## src/sv/mxt_pkg.sv

```systemverilog
// ----------------------------------------------------------------------------
// mxt_pkg: shared definitions for the max subarray xor tracker
// Field widths, parameter defaults and the status bundle from the sequencer.
// ----------------------------------------------------------------------------
package mxt_pkg;

   // fixed widths of the stream fields
   localparam int VALUE_WIDTH = 8;
   localparam int BEST_WIDTH  = 8;

   // datapath width default and allowed range
   localparam int DEF_VALUE_BITS = 8;
   localparam int MIN_VALUE_BITS = 1;
   localparam int MAX_VALUE_BITS = 12;

   // sequencer status seen by the top level
   typedef struct packed {
      logic busy;   // sequencer not idle, no item taken
      logic fin;    // result waiting to move to the output register
   } seq_status_type;

endpackage

```

## src/sv/max_subarray_xor_tracker.sv

```systemverilog
// ----------------------------------------------------------------------------
// max_subarray_xor_tracker: largest xor of any contiguous run in a stream
//
//   channel | dir | tdata                 | tuser
//   req_    | in  | [7:0] value           | [0] start_sequence
//   rsp_    | out | [7:0] best_xor        | -
//
// From accept to the output register an item first marks the prefix, then
// does one bitmap read per candidate, the read data being registered, then
// hands over the result once the output register is free.
// An item with start_sequence first sweeps the bitmap.
// After reset the same sweep runs with req_tready low.
// A result waiting in the output register does not block the next item.
// ----------------------------------------------------------------------------
module max_subarray_xor_tracker #(
   parameter int VALUE_BITS = mxt_pkg::DEF_VALUE_BITS
) (
   input  logic                           clock,
   input  logic                           reset,
   input  logic                           req_tvalid,
   output logic                           req_tready,
   input  logic [mxt_pkg::VALUE_WIDTH-1:0] req_tdata,  // [7:0] value
   input  logic                           req_tuser,  // [0] start_sequence
   output logic                           rsp_tvalid,
   input  logic                           rsp_tready,
   output logic [mxt_pkg::BEST_WIDTH-1:0]  rsp_tdata   // [7:0] best_xor
);

   localparam int InW   = (VALUE_BITS > mxt_pkg::VALUE_WIDTH) ? VALUE_BITS
                                                              : mxt_pkg::VALUE_WIDTH;
   localparam int BestW = (VALUE_BITS > mxt_pkg::BEST_WIDTH) ? VALUE_BITS
                                                             : mxt_pkg::BEST_WIDTH;

   mxt_pkg::seq_status_type status;

   logic                  item_go;
   logic [InW-1:0]        value_ext;
   logic [VALUE_BITS-1:0] item_value;
   logic                  rsp_free;
   logic                  rsp_load;
   logic                  mem_we;
   logic [VALUE_BITS-1:0] mem_waddr;
   logic                  mem_wdata;
   logic [VALUE_BITS-1:0] mem_raddr;
   logic                  mem_rdata;
   logic [VALUE_BITS-1:0] best;
   logic [BestW-1:0]      best_ext;

   logic                            rsp_tvalid_ff, rsp_tvalid_in;
   logic [mxt_pkg::BEST_WIDTH-1:0]  rsp_tdata_ff, rsp_tdata_in;

   assign req_tready = !status.busy;
   assign item_go    = req_tvalid && req_tready;
   assign value_ext  = InW'(req_tdata);
   assign item_value = value_ext[VALUE_BITS-1:0];

   mxt_seq #(
      .VALUE_BITS(VALUE_BITS)
   ) u_seq (
      .clock      (clock),
      .reset      (reset),
      .item_go    (item_go),
      .item_value (item_value),
      .item_start (req_tuser),
      .rsp_free   (rsp_free),
      .mem_we     (mem_we),
      .mem_waddr  (mem_waddr),
      .mem_wdata  (mem_wdata),
      .mem_raddr  (mem_raddr),
      .mem_rdata  (mem_rdata),
      .best       (best),
      .status     (status)
   );

   mxt_bitmap #(
      .VALUE_BITS(VALUE_BITS)
   ) u_bitmap (
      .clock   (clock),
      .wr_en   (mem_we),
      .wr_addr (mem_waddr),
      .wr_data (mem_wdata),
      .rd_addr (mem_raddr),
      .rd_data (mem_rdata)
   );

   // output register
   assign rsp_free     = !rsp_tvalid_ff || rsp_tready;
   assign rsp_load     = status.fin && rsp_free;
   assign best_ext     = BestW'(best);
   assign rsp_tdata_in = rsp_load ? best_ext[mxt_pkg::BEST_WIDTH-1:0] : rsp_tdata_ff;

   always_comb begin
      rsp_tvalid_in = rsp_tvalid_ff;
      if (rsp_load) begin
         rsp_tvalid_in = 1'b1;
      end else if (rsp_tready) begin
         rsp_tvalid_in = 1'b0;
      end
   end

   always_ff @(posedge clock) begin
      if (reset) begin
         rsp_tvalid_ff <= 1'b0;
      end else begin
         rsp_tvalid_ff <= rsp_tvalid_in;
      end
   end

   always_ff @(posedge clock) begin
      rsp_tdata_ff <= rsp_tdata_in;
   end

   assign rsp_tvalid = rsp_tvalid_ff;
   assign rsp_tdata  = rsp_tdata_ff;

   // bitmap sweep runs right after reset
   a_sweep_after_reset: assert property (@(posedge clock)
      $fell(reset) |-> !req_tready)
      else $error("item taken before the bitmap sweep");

   // one item at a time
   a_busy_after_accept: assert property (@(posedge clock) disable iff (reset)
      (req_tvalid && req_tready) |=> !req_tready)
      else $error("sequencer idle right after an accept");

   // a finished result is always followed by a loaded output register
   a_result_lands: assert property (@(posedge clock) disable iff (reset)
      rsp_load |=> (rsp_tvalid && !status.fin))
      else $error("finished result did not reach the output register");

endmodule

```

## src/sv/mxt_bitmap.sv

```systemverilog
// ----------------------------------------------------------------------------
// mxt_bitmap: presence bitmap of prefix values
// One write port and one read port, read data registered.
// ----------------------------------------------------------------------------
module mxt_bitmap #(
   parameter int VALUE_BITS = mxt_pkg::DEF_VALUE_BITS
) (
   input  logic                  clock,
   input  logic                  wr_en,
   input  logic [VALUE_BITS-1:0] wr_addr,
   input  logic                  wr_data,
   input  logic [VALUE_BITS-1:0] rd_addr,
   output logic                  rd_data
);

   localparam int Depth = 1 << VALUE_BITS;

   logic mem [Depth];
   logic rd_data_ff;

   always_ff @(posedge clock) begin
      if (wr_en) begin
         mem[wr_addr] <= wr_data;
      end
      rd_data_ff <= mem[rd_addr];
   end

   assign rd_data = rd_data_ff;

endmodule

```

## src/sv/mxt_seq.sv

```systemverilog
// ----------------------------------------------------------------------------
// mxt_seq: sequencer and scan datapath
// Clears the bitmap after reset or on a start item, marks the new prefix,
// then walks candidates down through one xor and compare until a partner is found.
// ----------------------------------------------------------------------------
module mxt_seq #(
   parameter int VALUE_BITS = mxt_pkg::DEF_VALUE_BITS
) (
   input  logic                   clock,
   input  logic                   reset,
   input  logic                   item_go,
   input  logic [VALUE_BITS-1:0]  item_value,
   input  logic                   item_start,
   input  logic                   rsp_free,
   output logic                   mem_we,
   output logic [VALUE_BITS-1:0]  mem_waddr,
   output logic                   mem_wdata,
   output logic [VALUE_BITS-1:0]  mem_raddr,
   input  logic                   mem_rdata,
   output logic [VALUE_BITS-1:0]  best,
   output mxt_pkg::seq_status_type status
);

   typedef enum logic [4:0] {
      ST_IDLE  = 5'b00001,
      ST_CLEAR = 5'b00010,
      ST_MARK  = 5'b00100,
      ST_SCAN  = 5'b01000,
      ST_DONE  = 5'b10000
   } state_type;

   localparam logic [VALUE_BITS-1:0] TopIdx = '1;

   state_type             state_ff, state_in;
   logic [VALUE_BITS-1:0] val_ff, val_in;
   logic [VALUE_BITS-1:0] prefix_ff, prefix_in;
   logic [VALUE_BITS-1:0] best_ff, best_in;
   logic [VALUE_BITS-1:0] cnt_ff, cnt_in;
   logic [VALUE_BITS-1:0] tag_ff, tag_in;
   logic                  rvld_ff, rvld_in;
   logic                  pend_ff, pend_in;
   logic [VALUE_BITS-1:0] next_prefix;

   assign next_prefix = prefix_ff ^ val_ff;

   always_comb begin
      state_in  = state_ff;
      val_in    = val_ff;
      prefix_in = prefix_ff;
      best_in   = best_ff;
      cnt_in    = cnt_ff;
      tag_in    = cnt_ff;
      rvld_in   = 1'b0;
      pend_in   = pend_ff;
      mem_we    = 1'b0;
      mem_waddr = cnt_ff;
      mem_wdata = 1'b0;
      mem_raddr = prefix_ff ^ cnt_ff;
      unique case (state_ff)
         ST_IDLE: begin
            if (item_go) begin
               val_in = item_value;
               if (item_start) begin
                  prefix_in = '0;
                  best_in   = '0;
                  cnt_in    = '0;
                  pend_in   = 1'b1;
                  state_in  = ST_CLEAR;
               end else begin
                  state_in = ST_MARK;
               end
            end
         end
         ST_CLEAR: begin
            // sweep: only entry zero stays present
            mem_we    = 1'b1;
            mem_waddr = cnt_ff;
            mem_wdata = (cnt_ff == '0);
            cnt_in    = cnt_ff + 1'b1;
            if (cnt_ff == TopIdx) begin
               pend_in  = 1'b0;
               state_in = pend_ff ? ST_MARK : ST_IDLE;
            end
         end
         ST_MARK: begin
            mem_we    = 1'b1;
            mem_waddr = next_prefix;
            mem_wdata = 1'b1;
            prefix_in = next_prefix;
            cnt_in    = TopIdx;
            state_in  = ST_SCAN;
         end
         ST_SCAN: begin
            // read issued for cnt_ff, data of tag_ff checked in the next cycle
            rvld_in = 1'b1;
            tag_in  = cnt_ff;
            cnt_in  = cnt_ff - 1'b1;
            if (rvld_ff && mem_rdata) begin
               if (tag_ff > best_ff) begin
                  best_in = tag_ff;
               end
               rvld_in  = 1'b0;
               state_in = ST_DONE;
            end
         end
         ST_DONE: begin
            if (rsp_free) begin
               state_in = ST_IDLE;
            end
         end
         default: begin
            state_in = ST_IDLE;
         end
      endcase
   end

   always_ff @(posedge clock) begin
      if (reset) begin
         state_ff  <= ST_CLEAR;
         prefix_ff <= '0;
         best_ff   <= '0;
         cnt_ff    <= '0;
         rvld_ff   <= 1'b0;
         pend_ff   <= 1'b0;
      end else begin
         state_ff  <= state_in;
         prefix_ff <= prefix_in;
         best_ff   <= best_in;
         cnt_ff    <= cnt_in;
         rvld_ff   <= rvld_in;
         pend_ff   <= pend_in;
      end
   end

   always_ff @(posedge clock) begin
      val_ff <= val_in;
      tag_ff <= tag_in;
   end

   assign best        = best_ff;
   assign status.busy = (state_ff != ST_IDLE);
   assign status.fin  = (state_ff == ST_DONE);

endmodule

```

## config.mk

```make
export PLATFORM = sky130hd
export DESIGN_NAME = max_subarray_xor_tracker
export DESIGN_NICKNAME = d
export VERILOG_FILES = /design/src/sv/mxt_pkg.sv /design/src/sv/max_subarray_xor_tracker.sv /design/src/sv/mxt_bitmap.sv /design/src/sv/mxt_seq.sv
export SDC_FILE = /design/constraint.sdc
export NUM_CORES = 1
export LEC_CHECK = 0
export ABC_AREA = 1
export BUFFER_PORTS_ARGS = -buffer_cell sky130_fd_sc_hd__buf_2
export CAP_MARGIN = 20
export CELL_PAD_IN_SITES_DETAIL_PLACEMENT = 1
export CELL_PAD_IN_SITES_GLOBAL_PLACEMENT = 2
export CORE_MARGIN = 2
export CORE_UTILIZATION = 35
export DETAILED_ROUTE_END_ITERATION = 10
export PLACE_DENSITY = 0.74
export RECOVER_POWER = 100
export SYNTH_ARGS = -nofsm -noshare
export SYNTH_HDL_FRONTEND = slang
export SYNTH_SLANG_ARGS = --single-unit
export TNS_END_PERCENT = 30
```

## constraint.sdc

```tcl
create_clock -name clock -period 13.3 [get_ports clock]
set_clock_uncertainty 0.05 [all_clocks]
set_input_delay 1.995 -clock clock [delete_from_list [all_inputs] [get_ports clock]]
set_output_delay 1.995 -clock clock [all_outputs]
set_load 0.01 [all_outputs]
```

# [Yosys cells after proc, flatten, opt, wreduce, memory -nomap -nowiden]
# Memories as Yosys holds them, arrays and structs flattened. A register that Yosys moved wholly into a read port is not among the register bits.
# Cells that the tools add are included.
[word_totals] reg_bits=56 mem_bits_rw=256 in_bits=13 output_inout_bits=10 word_cells=76 mem_count=1
[classes] add_sub_neg=2 order_cmp=1 eq_ne=13 muxes=26 bitwise=3 n_reduce_logical=20
[memory_table] memory="u_bitmap.mem" depth=256 word_bits=1 read_ports=1 rd_clocked_by_memory_dff=1 wr=1 line_no="mxt_bitmap.sv:18" rtl="logic mem [Depth];"
[ops] operator="8-bit two-way mux" count=5
[ops] operator="8-bit one-hot mux with 2 select lines" count=2
[ops] operator="8-bit one-hot mux with 4 select lines" count=1
[ops] operator="5-bit one-hot mux with 5 select lines" count=1
[ops] operator="5-bit two-way mux" count=4
[ops] operator="8-bit bitwise XOR" count=2
[ops] operator="1-bit two-way mux" count=9
[ops] operator="8-bit by 1-bit adder with 8-bit output, second input constant" count=1
[ops] operator="8-bit equality test, second input constant" count=1
[ops] operator="8-bit greater-than comparator" count=1
[ops] operator="8-bit logical NOT" count=1
[ops] operator="2-bit by 1-bit != test with 1-bit output, second input constant" count=4
[ops] operator="4-bit AND reduction" count=2
[ops] operator="2-bit nonzero test" count=4
[ops] operator="8-bit by 1-bit subtractor with 8-bit output, second input constant" count=1
[ops] operator="3-bit two-way mux" count=2
[ops] operator="3-bit AND reduction" count=2
[ops] operator="5-bit by 1-bit equality test with 1-bit output, second input constant" count=1
[ops] operator="5-bit by 2-bit equality test with 1-bit output, second input constant" count=1
[ops] operator="5-bit by 3-bit equality test with 1-bit output, second input constant" count=1
[ops] operator="5-bit by 4-bit equality test with 1-bit output, second input constant" count=1
[ops] operator="5-bit equality test, second input constant" count=1
[ops] operator="5-bit by 1-bit != test with 1-bit output, second input constant" count=1
[ops] operator="5-bit AND reduction" count=1
[ops] operator="9 further kinds" count=15

# [Longest topological paths before layout]
[logic_depth] depth_word=5 depth_mapped=16

# [Modules after synthesis]
# Synthesis repeated with hierarchy kept, for this count alone.
[unflattened] hier_cells=1511 area_unflattened_um2=14559.0
[modules_own_cells] mod="mxt_bitmap" n_inst=1 cells_per_inst=1184 area_each_um2=11717.5
[modules_own_cells] mod="mxt_seq" n_inst=1 cells_per_inst=310 area_each_um2=2542.4
[modules_own_cells] mod="max_subarray_xor_tracker" n_inst=1 cells_per_inst=17 area_each_um2=299.0

# [Worst setup path after synthesis]
# No wires, ideal clock.
[synth_path] path_kind="register to register" start="reg u_seq.state_ff[2]" end="mem u_bitmap.mem[0], data pin" t_arrival_ns=11.366 required_ns=11.008 path_slack_ns=-0.358 stages_incl_launch_ff=6 synth_period_minus_slack_ns=13.658 path_cell_list="dfxtp_1 nor2_1 inv_1 nor4_1 inv_1 o31ai_1"
[synth_via] elab_chain_len=2 word_cells_on_any_way=3 classes_between="eq/ne (2); mux (1)"
[synth_lines] item="start: declaration" line_no="mxt_seq.sv:34" rtl="state_type state_ff, state_in;"
[synth_lines] item="start signal: assignment" line_no="mxt_seq.sv:126" rtl="state_ff <= state_in;"
[synth_lines] item="5-bit by 3-bit equality test with 1-bit output / 5-bit by 2-bit equality test with 1-bit output (equally long branches)" line_no="mxt_seq.sv:59" rtl="unique case (state_ff)"
[synth_lines] item="1-bit one-hot mux with 2 select lines (*)" line_no="mxt_seq.sv:59"
[synth_lines] item="net mem_wdata" line_no="max_subarray_xor_tracker.sv:43" rtl="logic mem_wdata;"
[synth_lines] item="end: declaration" line_no="mxt_bitmap.sv:18"
# Mark *: on every way through the listed nets, which the timed path passes. The rest lies on a longest branch.

# [Worst setup path in the final report]
[layout_path] start="reg u_seq.state_ff[1]" end="mem u_bitmap.mem[27], data pin"
# The elaborated chain is that of the path after synthesis.

==> flow_metrics.env <==
export IMPL_syn_area_um2=15200
export IMPL_worstSkewPairLatency_ns=0.56
export IMPL_initial_core_util_pct=35.3
export IMPL_cp_start_kind="register"
export IMPL_grt_pass1_vias=11834
export IMPL_syn_mean_instance_area_um2=8.78
export IMPL_yosysSeqAreaShare_pct=59.3
export IMPL_num_antenna_cells=0
export IMPL_antenna_found_initial=0
export IMPL_drtIter0Drc=697
export IMPL_run_status="finished, violations left"
export IMPL_leakagePower_nw=6.62
export IMPL_cts_resized=0
export IMPL_post_dp_hpwl_um=27100
export IMPL_syn_nets=1754
export IMPL_cts_root_buf="clkbuf_16"
export IMPL_drt_total_wl_um=44500
export IMPL_synth_top_area_cell="edfxtp_1"
export IMPL_p_total_mw=3.37
export IMPL_hold_depth=0
export IMPL_wl_per_cell_um=19.1
export IMPL_irDropWorstVdd_mv=0.158
export IMPL_synth_cell_types=38
export IMPL_drt_pass1_iter_count=5
export IMPL_dp_cells=2264
export IMPL_cpMostUsedCell="clkbuf_1"
export IMPL_max_slew_margin_rel_pct=-183
export IMPL_die_w_um=212
export IMPL_h_tree_depth=2
export IMPL_rsz0062_at_grt="no"
export IMPL_cts_tree="done"
export IMPL_p_clk_share_pct=28.7
export IMPL_p_per_area_nw_per_um2=200
export IMPL_p_switching_mw=1.24
export IMPL_r2r_cells=8
export IMPL_clkSlewWorstSetupHoldPaths_ns=0.06
export IMPL_synthTopCellsByArea="edfxtp_1 (54%), nand2_1 (9.0%), nand3_1 (8.2%)"
export IMPL_io_buffer_count=22
export IMPL_cts_sinks=313
export IMPL_vias_per_cell=4.96
export IMPL_violations="capacitance limit, slew limit"
export IMPL_cts_max_path_buffers=3
export IMPL_io_pin_count=23
export IMPL_grt_pass1_wl_um=68900
export IMPL_yosysTopAreaCellShare_pct=53.9
export IMPL_worstPathArrival_ns=6.52
export IMPL_seqPwrFrac_pct=40.6
export IMPL_nNetsFinal=1746
export IMPL_intPower_mw=2.12
export IMPL_path_class="reg -> reg"
export IMPL_finalCritPeriodShare_pct=50.8
export IMPL_cts_setup_buffers=0
export IMPL_fmax_mhz=148
export IMPL_min_path_type="reg -> reg"
export IMPL_layout_commonest_cell="nand2_1"
export IMPL_overflow=0
export IMPL_drv_slew=382
export IMPL_max_stage_delay_ns=2.62
export IMPL_instances_no_fill=2332
export IMPL_grt_max_degree=92
export IMPL_combPwrFrac_pct=30.7
export IMPL_cts_made_buffers=37
export IMPL_drive_above_1_share_pct=4.75
export IMPL_cp_required_ns=13.07
export IMPL_crit_path_max_fanout=91
export IMPL_finalHoldViolations=0
export IMPL_cp_slowest_cell="clkbuf_1"
export IMPL_synth_edff_count=272
export IMPL_setup_tns_final_ns=0
export IMPL_ys_warn_count=0
export IMPL_setup_violations=0
export IMPL_crit_path_end_kind="register"
export IMPL_postCtsHoldBufs=0
export IMPL_syn_to_final_growth_pct=11.2
export IMPL_die_area_um2=45000
export IMPL_die_h_um=212
export IMPL_ant_nets=0
export IMPL_ys_async_sr_fraction_pct=0
export IMPL_dr_total_vias=11560
export IMPL_whs_ns=0.357
export IMPL_coreArea_um2=42900
export IMPL_synth_ff_type="edfxtp_1"
export IMPL_drc=0
export IMPL_drv_cap=6
export IMPL_synth_seq_cells=313
export IMPL_netlist_instances=1726
export IMPL_period_minus_slack_ns=6.75
export IMPL_post_route_util_pct=39.3
export IMPL_globalplace_congestion=0.787
export IMPL_path_cells="inv_1 > nand2_1 > nor4_1 > clkbuf_1 > inv_1 > o31ai_1 > clkbuf_1 > clkbuf_1"
export IMPL_most_common_layout_cells="nand2_1 (363), nor2_1 (303), inv_1 (276)"
export IMPL_tightestPinTransition_ns=4.24
export IMPL_swShare_pct=36.9
export IMPL_grt_use_total_pct=20.4
export IMPL_rows=76
## per-stage QoR
stage / instance area (um^2) / setup WS (ns)
6_report: 16900 / 6.55
5_1_grt: 16900 / 5.86
4_1_cts: 16900 / 9.61
3_5_place_dp: 15800 / 9.86
3_3_place_gp: 15800 / 9.75
2_1_floorplan: 15200 / 4.74
## path summary, 6_finish.rpt
path	from	endpoint	slack, ns
setup / recovery	u_seq.state_ff[1]	u_bitmap.mem[27]	6.55
hold reg to reg	u_seq.cnt_ff[7]	u_seq.tag_ff[7]	0.36
hold / removal	u_seq.cnt_ff[7]	u_seq.tag_ff[7]	0.36
setup reg to reg	u_seq.state_ff[1]	u_bitmap.mem[27]	6.55
## registers in the layout, indices dropped and copies added, names as in the netlist
register / cells
u_bitmap.rd_data: 1
u_seq.tag_ff: 8
u_seq.prefix_ff: 8
u_seq.state_ff: 5
u_seq.val_ff: 8
u_seq.cnt_ff: 8
u_bitmap.mem: 256
u_seq.pend_ff: 1
u_seq.rvld_ff: 1
rsp_tvalid: 1
rsp_tdata: 8
u_seq.best: 8
## logic make-up (layout without fill, tap and decap cells)
kind of cell / Yosys count / count (layout) / synth area share [%]
AND/OR/NAND/NOR: 947 / 947 / 26.2
buffers and inverters: 363 / 384 / 9.43
flip-flops: 313 / 313 / 59.3
AO/OA/AOI/OAI: 70 / 70 / 2.67
XOR/XNOR: 18 / 18 / 1.14
adder cells (fa/ha/maj): 15 / 15 / 1.29
## critical path, delay by kind of cell, from the launching register on
kind	cells	cell delay [ns]
simple gates	2	0.33
buf+inv	5	5.07
compound gates	1	0.22
flops	1	0.30
## metal layers
metal / GRT usage, % / part of all wire (%) / up-vias
met1: 27.5 / 47 / 5790
met5: 0 / 0 / -
met2: 33.8 / 47 / 170
met3: 2.64 / 3.4 / 71
met4: 6.99 / 2.7 / 0
li1: - / - / 5529
## cells in the mapped netlist, drive strengths merged (3+ instances only)
cell,number
a221oi,7
nand3,250
nor2,303
nor3,5
o211ai,6
dfxtp,41
inv,278
a21oi,31
edfxtp,272
nand4,13
buf,56
nor4,4
nand2,366
o21ai,22
clkbuf,28
xor2,10
nand3b,3
ha,14
xnor2,8
## power by group through the flow
| stage | clock network [mW] | logic, mW | registers [mW] |
|---|---|---|---|
| after floorplan | 0 | 0.646 | 1.41 |
| after global placement | 0 | 1.03 | 1.36 |
| after detailed placement | 0 | 1.05 | 1.36 |
| after CTS | 0.991 | 1.05 | 1.34 |
| after global routing | 1.02 | 1.15 | 1.37 |
| final | 0.965 | 1.03 | 1.37 |
## final cells by class
cell class / count / area (um^2)
Fill cell: 4973 / 26000
Clock buffer: 45 / 998
Timing Repair Buffer: 37 / 195
Multi-Input combinational cell: 1050 / 4770
Sequential cell: 313 / 8990
Clock inverter: 23 / 130
Tap cell: 585 / 732
Inverter: 279 / 1050
Note: power is estimated with default switching activity, not from simulation.
